[src/rtl/spph_pkg.sv]
// Package for the servo position PID block: field widths, operation and
// register codes, saturation limits and helper functions.
// No dependencies.
package spph_pkg;

    // Field and datapath widths
    localparam int OP_W      = 3;
    localparam int POS_W     = 12;
    localparam int ERR_W     = 13;
    localparam int DIF_W     = 14;
    localparam int INTEG_W   = 24;
    localparam int DRIVE_W   = 25;
    localparam int GAIN_W    = 8;
    localparam int CFG_IDX_W = 2;

    // Saturation limits and dead band
    localparam int DRIVE_LIM  = 16777215;
    localparam int INTEG_LIM  = 8388607;
    localparam int DEAD_ERROR = 4;
    localparam int DEAD_INTEG = 1024;

    // Reset value of every history entry
    localparam logic signed [ERR_W-1:0] HIST_RESET = 13'sd2048;

    // Gain reset values
    localparam logic [GAIN_W-1:0] GAIN_P_RESET = 8'h08;
    localparam logic [GAIN_W-1:0] GAIN_I_RESET = 8'h01;
    localparam logic [GAIN_W-1:0] GAIN_D_RESET = 8'h15;

    // Configuration register indexes
    localparam logic [CFG_IDX_W-1:0] CFG_GAIN_P = 2'd0;
    localparam logic [CFG_IDX_W-1:0] CFG_GAIN_I = 2'd1;
    localparam logic [CFG_IDX_W-1:0] CFG_GAIN_D = 2'd2;

    // Operation codes on the input channel
    localparam logic [OP_W-1:0] OP_TICK        = 3'd0;
    localparam logic [OP_W-1:0] OP_SET_TARGET  = 3'd1;
    localparam logic [OP_W-1:0] OP_CONTROL_OFF = 3'd2;
    localparam logic [OP_W-1:0] OP_SET_SPEED   = 3'd3;
    localparam logic [OP_W-1:0] OP_ADD_SPEED   = 3'd4;

    // Action carried down the pipeline, resolved at accept time
    typedef enum logic [2:0] {
        ACT_NOP,
        ACT_TICK,
        ACT_TARGET,
        ACT_OFF,
        ACT_SET,
        ACT_ADD
    } act_t;

    // Clamp a widened drive sum to +/- DRIVE_LIM
    function automatic logic signed [DRIVE_W-1:0] sat_drive(
        input logic signed [DRIVE_W+1:0] v
    );
        logic signed [DRIVE_W-1:0] r;
        if (v > DRIVE_LIM)
            r = DRIVE_W'(DRIVE_LIM);
        else if (v < -DRIVE_LIM)
            r = DRIVE_W'(-DRIVE_LIM);
        else
            r = v[DRIVE_W-1:0];
        return r;
    endfunction

    // Clamp a widened integral to +/- INTEG_LIM
    function automatic logic signed [INTEG_W-1:0] sat_integ(
        input logic signed [INTEG_W:0] v
    );
        logic signed [INTEG_W-1:0] r;
        if (v > INTEG_LIM)
            r = INTEG_W'(INTEG_LIM);
        else if (v < -INTEG_LIM)
            r = INTEG_W'(-INTEG_LIM);
        else
            r = v[INTEG_W-1:0];
        return r;
    endfunction

endpackage

[src/rtl/spph_ram.sv]
// Generic single-clock RAM: one write port, one read port, registered
// read with read-before-write on an address collision. No dependencies.
module spph_ram #(
    parameter int WIDTH = 13,
    parameter int DEPTH = 7
) (
    input  logic                                   clk,
    input  logic                                   we,
    input  logic [((DEPTH > 1) ? $clog2(DEPTH) : 1)-1:0] waddr,
    input  logic [WIDTH-1:0]                       wdata,
    input  logic                                   re,
    input  logic [((DEPTH > 1) ? $clog2(DEPTH) : 1)-1:0] raddr,
    output logic [WIDTH-1:0]                       rdata
);

    logic [WIDTH-1:0] mem [DEPTH];
    logic [WIDTH-1:0] rdata_reg;

    // Write port and registered read port
    always_ff @(posedge clk)
    begin
        if (we)
        begin
            mem[waddr] <= wdata;
        end
        if (re)
        begin
            rdata_reg <= mem[raddr];
        end
    end

    assign rdata = rdata_reg;

endmodule

[src/rtl/servo_position_pid_hbridge.sv]
// Servo position PID controller with H-bridge PWM compare outputs.
// Depends on spph_pkg and spph_ram (error history ring).
//
//  channel  | signals                                     | beat taken when
//  ---------+---------------------------------------------+--------------------
//  config   | cfg_we cfg_index cfg_data                   | cfg_we high
//  input    | in_valid in_ready operation position        | in_valid & in_ready
//           | speed_value                                 |
//  output   | out_valid out_ready pwm_reverse pwm_forward | out_valid & out_ready
//           | drive control_on                            |
//
// One beat per cycle while the pipe is not held; a beat passes the history
// read at the accept edge, then integral update, gain products and drive sum,
// each registered. The history ring is a RAM with a registered read: read and
// write of the current slot share the accept cycle, with valid flops standing
// in for the reset value. When the output holds a beat that is not taken, the
// whole pipe holds. Reset is asynchronous, active low, needs no clearing pass.
module servo_position_pid_hbridge #(
    parameter int HISTORY_DEPTH = 7
) (
    input  logic                                  clk,
    input  logic                                  rst_n,
    input  logic                                  cfg_we,
    input  logic [spph_pkg::CFG_IDX_W-1:0]        cfg_index,
    input  logic [spph_pkg::GAIN_W-1:0]           cfg_data,
    input  logic                                  in_valid,
    output logic                                  in_ready,
    input  logic [spph_pkg::OP_W-1:0]             operation,
    input  logic [spph_pkg::POS_W-1:0]            position,
    input  logic signed [spph_pkg::DRIVE_W-1:0]   speed_value,
    output logic                                  out_valid,
    input  logic                                  out_ready,
    output logic [spph_pkg::DRIVE_W-1:0]          pwm_reverse,
    output logic [spph_pkg::DRIVE_W-1:0]          pwm_forward,
    output logic signed [spph_pkg::DRIVE_W-1:0]   drive,
    output logic                                  control_on
);

    import spph_pkg::*;

    localparam int PTR_W = (HISTORY_DEPTH > 1) ? $clog2(HISTORY_DEPTH) : 1;

    // Gains
    logic [GAIN_W-1:0] gain_p_reg;
    logic [GAIN_W-1:0] gain_i_reg;
    logic [GAIN_W-1:0] gain_d_reg;

    // Front state, updated at accept
    logic [POS_W-1:0]         target_reg;
    logic                     en_reg;
    logic [PTR_W-1:0]         ptr_reg;
    logic [HISTORY_DEPTH-1:0] hvalid_reg;

    // Pipeline control
    logic advance;
    logic accept;

    // Stage 0 decode
    act_t                     act_in;
    logic                     en_next;
    logic [POS_W-1:0]         target_next;
    logic [PTR_W-1:0]         ptr_next;
    logic [HISTORY_DEPTH-1:0] hvalid_next;
    logic signed [ERR_W-1:0]  err_in;
    logic                     hist_we;
    logic [ERR_W-1:0]         hist_rdata;

    // Stage 1
    logic                      s1_valid_reg;
    act_t                      s1_act_reg;
    logic                      s1_en_reg;
    logic signed [ERR_W-1:0]   s1_err_reg;
    logic signed [DRIVE_W-1:0] s1_speed_reg;
    logic                      s1_hvalid_reg;
    logic signed [ERR_W-1:0]   s1_hist;
    logic signed [DIF_W-1:0]   s1_dif;
    logic signed [ERR_W-1:0]   s1_half;
    logic signed [INTEG_W-1:0] integ_reg;
    logic signed [INTEG_W-1:0] integ_next;

    // Stage 2
    logic                      s2_valid_reg;
    act_t                      s2_act_reg;
    logic                      s2_en_reg;
    logic signed [ERR_W-1:0]   s2_err_reg;
    logic signed [DIF_W-1:0]   s2_dif_reg;
    logic signed [DRIVE_W-1:0] s2_speed_reg;
    logic signed [ERR_W+GAIN_W:0]   s2_pe;
    logic signed [DIF_W+GAIN_W:0]   s2_dd;
    logic signed [INTEG_W+GAIN_W:0] s2_ii;
    logic                           s2_dead;

    // Stage 3
    logic                           s3_valid_reg;
    act_t                           s3_act_reg;
    logic                           s3_en_reg;
    logic signed [DRIVE_W-1:0]      s3_speed_reg;
    logic signed [ERR_W+GAIN_W:0]   s3_pe_reg;
    logic signed [DIF_W+GAIN_W:0]   s3_dd_reg;
    logic signed [INTEG_W+GAIN_W:0] s3_ii_reg;
    logic                           s3_dead_reg;
    logic signed [DRIVE_W+1:0]      s3_sum;
    logic signed [DRIVE_W+1:0]      s3_add;
    logic signed [DRIVE_W-1:0]      drive_reg;
    logic signed [DRIVE_W-1:0]      drive_next;

    // Output
    logic                      out_valid_reg;
    logic                      out_en_reg;
    logic signed [DRIVE_W-1:0] mag;

    // Handshake: the pipe moves unless a finished beat waits
    assign advance  = !out_valid_reg || out_ready;
    assign in_ready = advance;
    assign accept   = in_valid && in_ready;

    // Gain registers
    always_ff @(posedge clk or negedge rst_n)
    begin
        if (!rst_n)
        begin
            gain_p_reg <= GAIN_P_RESET;
            gain_i_reg <= GAIN_I_RESET;
            gain_d_reg <= GAIN_D_RESET;
        end
        else if (cfg_we)
        begin
            unique case (cfg_index)
                CFG_GAIN_P: gain_p_reg <= cfg_data;
                CFG_GAIN_I: gain_i_reg <= cfg_data;
                CFG_GAIN_D: gain_d_reg <= cfg_data;
                default:    ;
            endcase
        end
    end

    // Stage 0: decode the beat and update the front state
    always_comb
    begin
        act_in      = ACT_NOP;
        en_next     = en_reg;
        target_next = target_reg;
        unique case (operation)
            OP_TICK:
            begin
                act_in = en_reg ? ACT_TICK : ACT_NOP;
            end
            OP_SET_TARGET:
            begin
                act_in      = ACT_TARGET;
                en_next     = 1'b1;
                target_next = position;
            end
            OP_CONTROL_OFF:
            begin
                act_in  = ACT_OFF;
                en_next = 1'b0;
            end
            OP_SET_SPEED: act_in = ACT_SET;
            OP_ADD_SPEED: act_in = ACT_ADD;
            default:      act_in = ACT_NOP;
        endcase
    end

    assign err_in  = $signed({1'b0, target_reg}) - $signed({1'b0, position});
    assign hist_we = accept && (act_in == ACT_TICK);

    always_comb
    begin
        ptr_next    = ptr_reg;
        hvalid_next = hvalid_reg;
        if (hist_we)
        begin
            hvalid_next[ptr_reg] = 1'b1;
            if (ptr_reg == PTR_W'(HISTORY_DEPTH - 1))
                ptr_next = '0;
            else
                ptr_next = ptr_reg + PTR_W'(1);
        end
    end

    always_ff @(posedge clk or negedge rst_n)
    begin
        if (!rst_n)
        begin
            target_reg <= POS_W'(2048);
            en_reg     <= 1'b0;
            ptr_reg    <= '0;
            hvalid_reg <= '0;
        end
        else if (accept)
        begin
            target_reg <= target_next;
            en_reg     <= en_next;
            ptr_reg    <= ptr_next;
            hvalid_reg <= hvalid_next;
        end
    end

    // Error history ring: old entry read, new error written, same slot
    spph_ram #(
        .WIDTH (ERR_W),
        .DEPTH (HISTORY_DEPTH)
    ) u_hist (
        .clk   (clk),
        .we    (hist_we),
        .waddr (ptr_reg),
        .wdata (err_in),
        .re    (accept),
        .raddr (ptr_reg),
        .rdata (hist_rdata)
    );

    // Stage 1 registers
    always_ff @(posedge clk or negedge rst_n)
    begin
        if (!rst_n)
        begin
            s1_valid_reg <= 1'b0;
            s1_act_reg   <= ACT_NOP;
        end
        else if (advance)
        begin
            s1_valid_reg <= accept;
            s1_act_reg   <= act_in;
        end
    end

    always_ff @(posedge clk)
    begin
        if (accept)
        begin
            s1_en_reg     <= en_next;
            s1_err_reg    <= err_in;
            s1_speed_reg  <= speed_value;
            s1_hvalid_reg <= hvalid_reg[ptr_reg];
        end
    end

    // Stage 1: derivative and integral of half-errors
    assign s1_hist = s1_hvalid_reg ? $signed(hist_rdata) : HIST_RESET;
    assign s1_dif  = DIF_W'(s1_err_reg) - DIF_W'(s1_hist);
    // halve toward zero
    assign s1_half = (s1_err_reg + $signed({{(ERR_W-1){1'b0}}, s1_err_reg[ERR_W-1]})) >>> 1;

    always_comb
    begin
        integ_next = integ_reg;
        if (advance && s1_valid_reg)
        begin
            unique case (s1_act_reg)
                ACT_TARGET: integ_next = '0;
                ACT_TICK:   integ_next = sat_integ((INTEG_W+1)'(integ_reg)
                                                   + (INTEG_W+1)'(s1_half));
                default:    integ_next = integ_reg;
            endcase
        end
    end

    always_ff @(posedge clk or negedge rst_n)
    begin
        if (!rst_n)
        begin
            integ_reg    <= '0;
            s2_valid_reg <= 1'b0;
            s2_act_reg   <= ACT_NOP;
        end
        else
        begin
            integ_reg <= integ_next;
            if (advance)
            begin
                s2_valid_reg <= s1_valid_reg;
                s2_act_reg   <= s1_act_reg;
            end
        end
    end

    always_ff @(posedge clk)
    begin
        if (advance)
        begin
            s2_en_reg    <= s1_en_reg;
            s2_err_reg   <= s1_err_reg;
            s2_dif_reg   <= s1_dif;
            s2_speed_reg <= s1_speed_reg;
        end
    end

    // Stage 2: gain products and dead band test
    assign s2_pe = $signed({1'b0, gain_p_reg}) * s2_err_reg;
    assign s2_dd = $signed({1'b0, gain_d_reg}) * s2_dif_reg;
    assign s2_ii = $signed({1'b0, gain_i_reg}) * integ_reg;
    assign s2_dead = (s2_err_reg < DEAD_ERROR) && (s2_err_reg > -DEAD_ERROR)
                  && (integ_reg < DEAD_INTEG) && (integ_reg > -DEAD_INTEG);

    always_ff @(posedge clk or negedge rst_n)
    begin
        if (!rst_n)
        begin
            s3_valid_reg <= 1'b0;
            s3_act_reg   <= ACT_NOP;
        end
        else if (advance)
        begin
            s3_valid_reg <= s2_valid_reg;
            s3_act_reg   <= s2_act_reg;
        end
    end

    always_ff @(posedge clk)
    begin
        if (advance)
        begin
            s3_en_reg    <= s2_en_reg;
            s3_speed_reg <= s2_speed_reg;
            s3_pe_reg    <= s2_pe;
            s3_dd_reg    <= s2_dd;
            s3_ii_reg    <= s2_ii;
            s3_dead_reg  <= s2_dead;
        end
    end

    // Stage 3: drive sum, direct speed writes, saturation
    assign s3_sum = (DRIVE_W+2)'(s3_pe_reg) + (DRIVE_W+2)'(s3_dd_reg)
                  + (DRIVE_W+2)'(s3_ii_reg >>> 8);
    assign s3_add = (DRIVE_W+2)'(drive_reg) + (DRIVE_W+2)'(s3_speed_reg);

    always_comb
    begin
        unique case (s3_act_reg)
            ACT_TICK:   drive_next = s3_dead_reg ? '0 : sat_drive(s3_sum);
            ACT_OFF:    drive_next = '0;
            ACT_SET:    drive_next = sat_drive((DRIVE_W+2)'(s3_speed_reg));
            ACT_ADD:    drive_next = sat_drive(s3_add);
            default:    drive_next = drive_reg;
        endcase
    end

    // Drive state doubles as the output drive register
    always_ff @(posedge clk or negedge rst_n)
    begin
        if (!rst_n)
        begin
            drive_reg     <= '0;
            out_valid_reg <= 1'b0;
            out_en_reg    <= 1'b0;
        end
        else if (advance)
        begin
            out_valid_reg <= s3_valid_reg;
            if (s3_valid_reg)
            begin
                drive_reg  <= drive_next;
                out_en_reg <= s3_en_reg;
            end
        end
    end

    // PWM compare split by drive sign
    assign mag         = -drive_reg;
    assign pwm_forward = drive_reg[DRIVE_W-1] ? '0 : {drive_reg[DRIVE_W-2:0], 1'b0};
    assign pwm_reverse = drive_reg[DRIVE_W-1] ? {mag[DRIVE_W-2:0], 1'b0} : '0;
    assign drive       = drive_reg;
    assign control_on  = out_en_reg;
    assign out_valid   = out_valid_reg;

endmodule

[config.mk]
export PLATFORM = sky130hd
export DESIGN_NAME = servo_position_pid_hbridge
export DESIGN_NICKNAME = d
export VERILOG_FILES = /design/src/rtl/spph_pkg.sv /design/src/rtl/spph_ram.sv /design/src/rtl/servo_position_pid_hbridge.sv
export SDC_FILE = /design/constraint.sdc
export NUM_CORES = 2
export LEC_CHECK = 0
export ABC_AREA = 1
export BUFFER_PORTS_ARGS = -buffer_cell sky130_fd_sc_hd__buf_4
export CORE_MARGIN = 2
export CORE_UTILIZATION = 25
export CTS_CLUSTER_SIZE = 16
export DETAILED_ROUTE_END_ITERATION = 10
export PLACE_DENSITY = 0.41
export SYNTH_ARGS = -nofsm -noshare
export SYNTH_HDL_FRONTEND = slang
export SYNTH_SLANG_ARGS = --single-unit
[constraint.sdc]
create_clock -name clk -period 6 [get_ports clk]
set_input_delay 0.9 -clock clk [delete_from_list [all_inputs] [get_ports clk]]
set_output_delay 0.9 -clock clk [all_outputs]
set_load 0.005 [all_outputs]
## Word level (Yosys, flattened, before mapping)

Memories as Yosys holds them, arrays and structs flattened. A register that Yosys moved wholly into a read port is not among the register bits.
Index checks and enable logic that the tools add are counted.

| storage, ports and cells | value |
|---|---|
| register bits after elaboration | 308 |
| logic and storage cells | 118 |
| input bits | 55 |
| bits in writable memories | 91 |
| output and inout bits | 78 |
| memories | 1 |

| operators by class | value |
|---|---|
| order comparisons | 14 |
| reductions and logical operators | 21 |
| add/subtract/negate cells | 9 |
| mux-type cells | 24 |
| multiply operators | 3 |
| equality and inequality tests | 14 |
| bitwise logic cells | 1 |

Memories:

| memory | depth | width | rd ports | clocked after Yosys merged registers in | write ports | RTL line | text |
|---|---|---|---|---|---|---|---|
| u_hist.mem | 7 | 13 | 1 | 1 | 1 | spph_ram.sv:16 | `logic [WIDTH-1:0] mem [DEPTH];` |

Operators with widths:

| kind | number |
|---|---|
| 25-bit 2-to-1 mux | 9 |
| 25-bit one-hot mux with 4 select lines | 1 |
| 26-bit by 25-bit greater-than comparator with 1-bit output (second input constant) | 2 |
| 26-bit by 25-bit < comparator with 1-bit output (second input constant) | 2 |
| 24-bit 2-to-1 mux | 2 |
| 24-bit one-hot mux with 2 select lines | 1 |
| 9-bit by 24-bit multiplier with 33-bit output | 1 |
| 24-bit by 25-bit adder with 26-bit output | 1 |
| 25-bit by 25-bit adder with 26-bit output | 1 |
| 24-bit by 12-bit adder with 25-bit output | 1 |
| 25-bit by 24-bit greater-than comparator with 1-bit output (second input constant) | 1 |
| 25-bit greater-than comparator (second input constant) | 1 |
| 25-bit by 24-bit < comparator with 1-bit output (second input constant) | 1 |
| 25-bit < comparator (second input constant) | 1 |
| 22-bit by 23-bit adder with 24-bit output | 1 |
| 24-bit by 11-bit greater-than comparator with 1-bit output (second input constant) | 1 |
| 24-bit by 12-bit < comparator with 1-bit output (second input constant) | 1 |
| 24-bit negator | 1 |
| 9-bit by 14-bit multiplier with 23-bit output | 1 |
| 9-bit by 13-bit multiplier with 22-bit output | 1 |
| 3-bit one-hot mux with 5 select lines | 1 |
| 2-bit AND reduction | 7 |
| 13-bit by 13-bit subtractor with 14-bit output | 1 |
| 13-bit by 2-bit adder with 13-bit output | 1 |
| 26 further kinds | 45 |

## Logic depth before layout (Yosys ltp)

| logic depth | value |
|---|---|
| word-level depth | 7 |
| gate-level depth with buffers | 32 |
| depth with buffers taken out | 32 |

## Modules after synthesis

Synthesis repeated with hierarchy kept, for this count alone.

| second synthesis, totals | value |
|---|---|
| cells, all modules | 4720 |
| area total of the unflattened synthesis | 37997.7 um^2 |

Modules (own cells, without submodules):

| module | times used | cells each | area an instance (um^2) | sequential area each (um^2) |
|---|---|---|---|---|
| servo_position_pid_hbridge | 1 | 4348 | 33749.9 | 8465.6 |
| spph_ram | 1 | 372 | 4247.8 | 3123.0 |

## Least setup slack after synthesis

Ideal clock, no wire load.

| path | value |
|---|---|
| kind | input -> output |
| start | input out_ready |
| end | output in_ready |
| setup slack | -0.246 ns |
| arrival | 5.346 ns |
| cell stages on the path | 3 |
| buffers on the path | 1 |
| required time | 5.100 ns |
| path through | nor2_1 -> inv_1 -> clkbuf_1 |

| on the way | value |
|---|---|
| word-level cells in the longest chain between the ends | 1 |

Ends and longest elaborated chain:

| what | RTL line | text |
|---|---|---|
| start, declared | servo_position_pid_hbridge.sv:32 | `input logic out_ready,` |
| 1-bit logical OR | servo_position_pid_hbridge.sv:113 | `assign advance = !out_valid_reg \|\| out_ready;` |
| end, declared | servo_position_pid_hbridge.sv:27 | `output logic in_ready,` |

Every way passes these cells.

## Worst setup path in the final report

| path | value |
|---|---|
| start | register gain_p_reg[5] |
| end | register s3_pe_reg[19], data pin |

| on the way | value |
|---|---|
| word-level cells in the longest chain between the ends | 1 |

Ends and longest elaborated chain:

| what | RTL line | text |
|---|---|---|
| start, declared | servo_position_pid_hbridge.sv:44 | `logic [GAIN_W-1:0] gain_p_reg;` |
| start signal, assigned | servo_position_pid_hbridge.sv:129 | `CFG_GAIN_P: gain_p_reg <= cfg_data;` |
| 9-bit by 13-bit multiplier with 22-bit output | servo_position_pid_hbridge.sv:291 | `assign s2_pe = $signed({1'b0, gain_p_reg}) * s2_err_reg;` |
| net s2_pe[19] | servo_position_pid_hbridge.sv:88 | `logic signed [ERR_W+GAIN_W:0] s2_pe;` |
| end signal, assigned | servo_position_pid_hbridge.sv:317 | `s3_pe_reg <= s2_pe;` |
| end, declared | servo_position_pid_hbridge.sv:98 | `logic signed [ERR_W+GAIN_W:0] s3_pe_reg;` |

The timed path passes the listed nets, and every way through them passes these cells.
A chain may end at the register's enable or synchronous reset.

==> results.sh <==
export IMPL_required_ns=6.36
export IMPL_fin_cells=6743
export IMPL_grt_max_degree=67
export IMPL_setup_viol=0
export IMPL_nNetsFinal=5349
export IMPL_ant_nets=0
export IMPL_start_kind="register"
export IMPL_crit_slowest_cell="dfrtp_1"
export IMPL_cts_hold_buf=0
export IMPL_netlist_instances=4613
export IMPL_boundaryPins=133
export IMPL_status="finished, final reports clean"
export IMPL_crit_buf_inv=1
export IMPL_wirelength_um=110000
export IMPL_hold_viol=0
export IMPL_top_usage_layer="met2"
export IMPL_fin_ws_ns=0.679
export IMPL_largest_register_ffs=91
export IMPL_fin_crit_ns=5.32
export IMPL_dp_hpwl_um=88900
export IMPL_synth_top_area_share_pct=23.5
export IMPL_antenna_found_initial=8
export IMPL_grt_pass1_vias=29301
export IMPL_reg2reg_depth=17
export IMPL_gp_congestion=0.873
export IMPL_synth_edf_count=294
export IMPL_via_per_inst=4.23
export IMPL_mostFrequentLayoutCells="nand2_1 (1,284), inv_1 (1,048), fa_1 (353)"
export IMPL_largest_register="u_hist.mem"
export IMPL_syn_avg_cell_area_sq_um=8.14
export IMPL_cts_sinks=404
export IMPL_crit_path_frequent_cell="fa_1"
export IMPL_fillers=16180
export IMPL_drc_errors=0
export IMPL_final_common_cell="nand2_1"
export IMPL_async_flop_share_pct=27.2
export IMPL_multi_input_area_sq_um=21400
export IMPL_dieArea_sq_um=153000
export IMPL_drive_above_1_share_pct=6.52
export IMPL_worstSkewPairLatency_ns=0.62
export IMPL_dp_cells=6651
export IMPL_clock_skew_ns=0.0211
export IMPL_die_h_um=391
export IMPL_globalRouteTotalUtil_pct=14.6
export IMPL_path_max_fanout=14
export IMPL_cp_end_kind="register"
export IMPL_synthTopCellsByArea="edfxtp_1 (24%), fa_1 (19%), nand2_1 (13%)"
export IMPL_period_share_pct=88.7
export IMPL_overflow=0
export IMPL_crit_arrival_ns=5.69
export IMPL_ff_latch_area_sq_um=11600
export IMPL_cts_max_level=2
export IMPL_drt_pass1_iter_count=7
export IMPL_syn_area_sq_um=37500
export IMPL_grt_pass1_wl_um=173000
export IMPL_grt_met1_usage_pct=19.6
export IMPL_crit_family="adder cells"
export IMPL_cts_buffers_inserted=49
export IMPL_rr_endpoint="s3_pe_reg[19]"
export IMPL_cts_buffer_depth=3
export IMPL_yosysSeqAreaShare_pct=30.9
export IMPL_core_sq_um=149000
export IMPL_synthToLayoutAreaGrowth_pct=13.2
export IMPL_post_route_util_pct=28.4
export IMPL_fin_setup_tns_ns=0
export IMPL_slew_violations=0
export IMPL_fmax_mhz=188
export IMPL_vias=28538
export IMPL_synth_top_area_cell="edfxtp_1"
export IMPL_min_path_type="in -> async"
export IMPL_grt_use_met2_pct=25.2
export IMPL_rows=142
export IMPL_tightestPinTransition_ns=1.01
export IMPL_crit_type="reg -> reg"
export IMPL_worstReg2RegStart="gain_p_reg[5]"
export IMPL_crit_chain="nand2_1 -> fa_1 -> fa_1 -> inv_1 -> fa_1 -> fa_1 -> ha_1 -> a21o_1 -> a31oi_1 -> o21bai_1 -> a21oi_1 -> o21ai_0 -> a21boi_0 -> o21ai_0 -> nand2_1 -> nand2_1 -> xor2_1"
export IMPL_pre_cts_slack_ns=0.675
export IMPL_met3_usage_pct=1.54
export IMPL_regToRegSetupSlack_ns=0.68
export IMPL_ys_types=58
export IMPL_initial_core_util_pct=25.1
export IMPL_diodes=0
export IMPL_drt_first_iter_violations=1544
export IMPL_drv_cap=0
export IMPL_ctsResizeCount=0
export IMPL_wl_per_cell_um=16.4
export IMPL_postCtsSetupBuffers=0
export IMPL_rsz0062_at_grt="no"
export IMPL_cts_tree="yes"
export IMPL_clock_root_buffer="clkbuf_16"
export IMPL_cts_reportedPaths_clkPinSlew_ns=0.06
export IMPL_maxSlewHeadroom_pct=32.8
export IMPL_synthFlopType="edfxtp_1"
export IMPL_fp_dieW_um=391
export IMPL_critPathMaxStageDelay_ns=0.73
export IMPL_yosys_warnings=0
export IMPL_place_port_buffers=130
export IMPL_synth_seq_cells=404
## per-stage QoR
| step | instance area [sq um] | hold slack [ns] |
|---|---|---|
| after floorplan | 37500 | 0.400 |
| after global placement | 40700 | 0.402 |
| after detailed placement | 40700 | 0.405 |
| after CTS | 42500 | 0.284 |
| after global routing | 42500 | 0.330 |
| final | 42500 | 0.291 |
## worst max-delay path by stage
stage | endpoint | startpoint | depth (start not counted) | slack [ns]
floorplan | s3_dd_reg[20] | gain_d_reg[2] | 21 | 1.03
global placement | s3_pe_reg[19] | gain_p_reg[5] | 17 | 0.68
detailed placement | s3_ii_reg[29] | gain_i_reg[4] | 20 | 0.68
CTS | s3_ii_reg[29] | gain_i_reg[4] | 20 | 0.64
global route | s3_dd_reg[20] | gain_d_reg[1] | 20 | 0.29
finish | s3_pe_reg[19] | gain_p_reg[5] | 17 | 0.68
## cell usage after synthesis, types with 5 or more instances
library cell and count:
a211oi_1 8, buf_2 7, inv_1 1050, a221oi_1 9, nand2_2 7, dfrtp_1 104, ha_1 255, o21ai_1 5
o21bai_1 27, inv_2 6, a221o_1 5, xor2_1 83, buf_4 7, o21ai_0 145, fa_1 353, a22oi_1 11
or2_2 8, dfstp_2 6, nor4_1 20, clkbuf_1 119, nand2_1 1284, xnor2_1 42, nor3_1 34, o211ai_1 5
nand4_1 32, a21oi_1 173, nor2_1 237, nor2_2 5, nand3_1 183, nand3b_1 14, o21a_1 6, o31ai_1 5
buf_1 5, a31oi_1 7, edfxtp_1 294, nand3_2 11
## worst reg2reg max path, cell delays in order, from the launching register on
cell and delay, ns:
dfrtp_1 0.73, nand2_1 0.17, fa_1 0.53, fa_1 0.49, inv_1 0.05, fa_1 0.50
fa_1 0.49, ha_1 0.37, a21o_1 0.22, a31oi_1 0.22, o21bai_1 0.09, a21oi_1 0.20
o21ai_0 0.19, a21boi_0 0.33, o21ai_0 0.20, nand2_1 0.09, nand2_1 0.06, xor2_1 0.14
## area by class of cell
cell class                      instances  share of cell area (%)
Sequential cell                       404                    27.3
Clock buffer                           64                    3.19
Clock inverter                         28                   0.872
Multi-Input combinational cell       3012                    50.5
Tap cell                             2016                    5.94
Timing Repair Buffer                  161                    2.85
Inverter                             1058                    9.36
## cells by family (layout without fill, tap and decap cells)
| logic type | count (synthesis) | count (layout) | synth area share, % |
|---|---|---|---|
| AND/OR/NAND/NOR | 1851 | 1851 | 20.3 |
| buffers and inverters | 1198 | 1311 | 12.1 |
| adder cells (fa/ha/maj) | 608 | 608 | 27.3 |
| AO/OA/AOI/OAI | 426 | 426 | 6.47 |
| flip-flops | 404 | 404 | 30.9 |
| XOR/XNOR | 125 | 125 | 2.92 |
| other | 1 | 2 | 0.00999 |
## metal layers
metal | part of all wire [%] | wire, um
met1 | 47 | 51800
met2 | 48 | 53000
met3 | 3.3 | 3620
met4 | 1.8 | 1980
met5 | 0 | 0
Power is left out: the tool's default activity adds up to more than one toggle a clock period on the data nets, which glitch-free logic cannot reach.
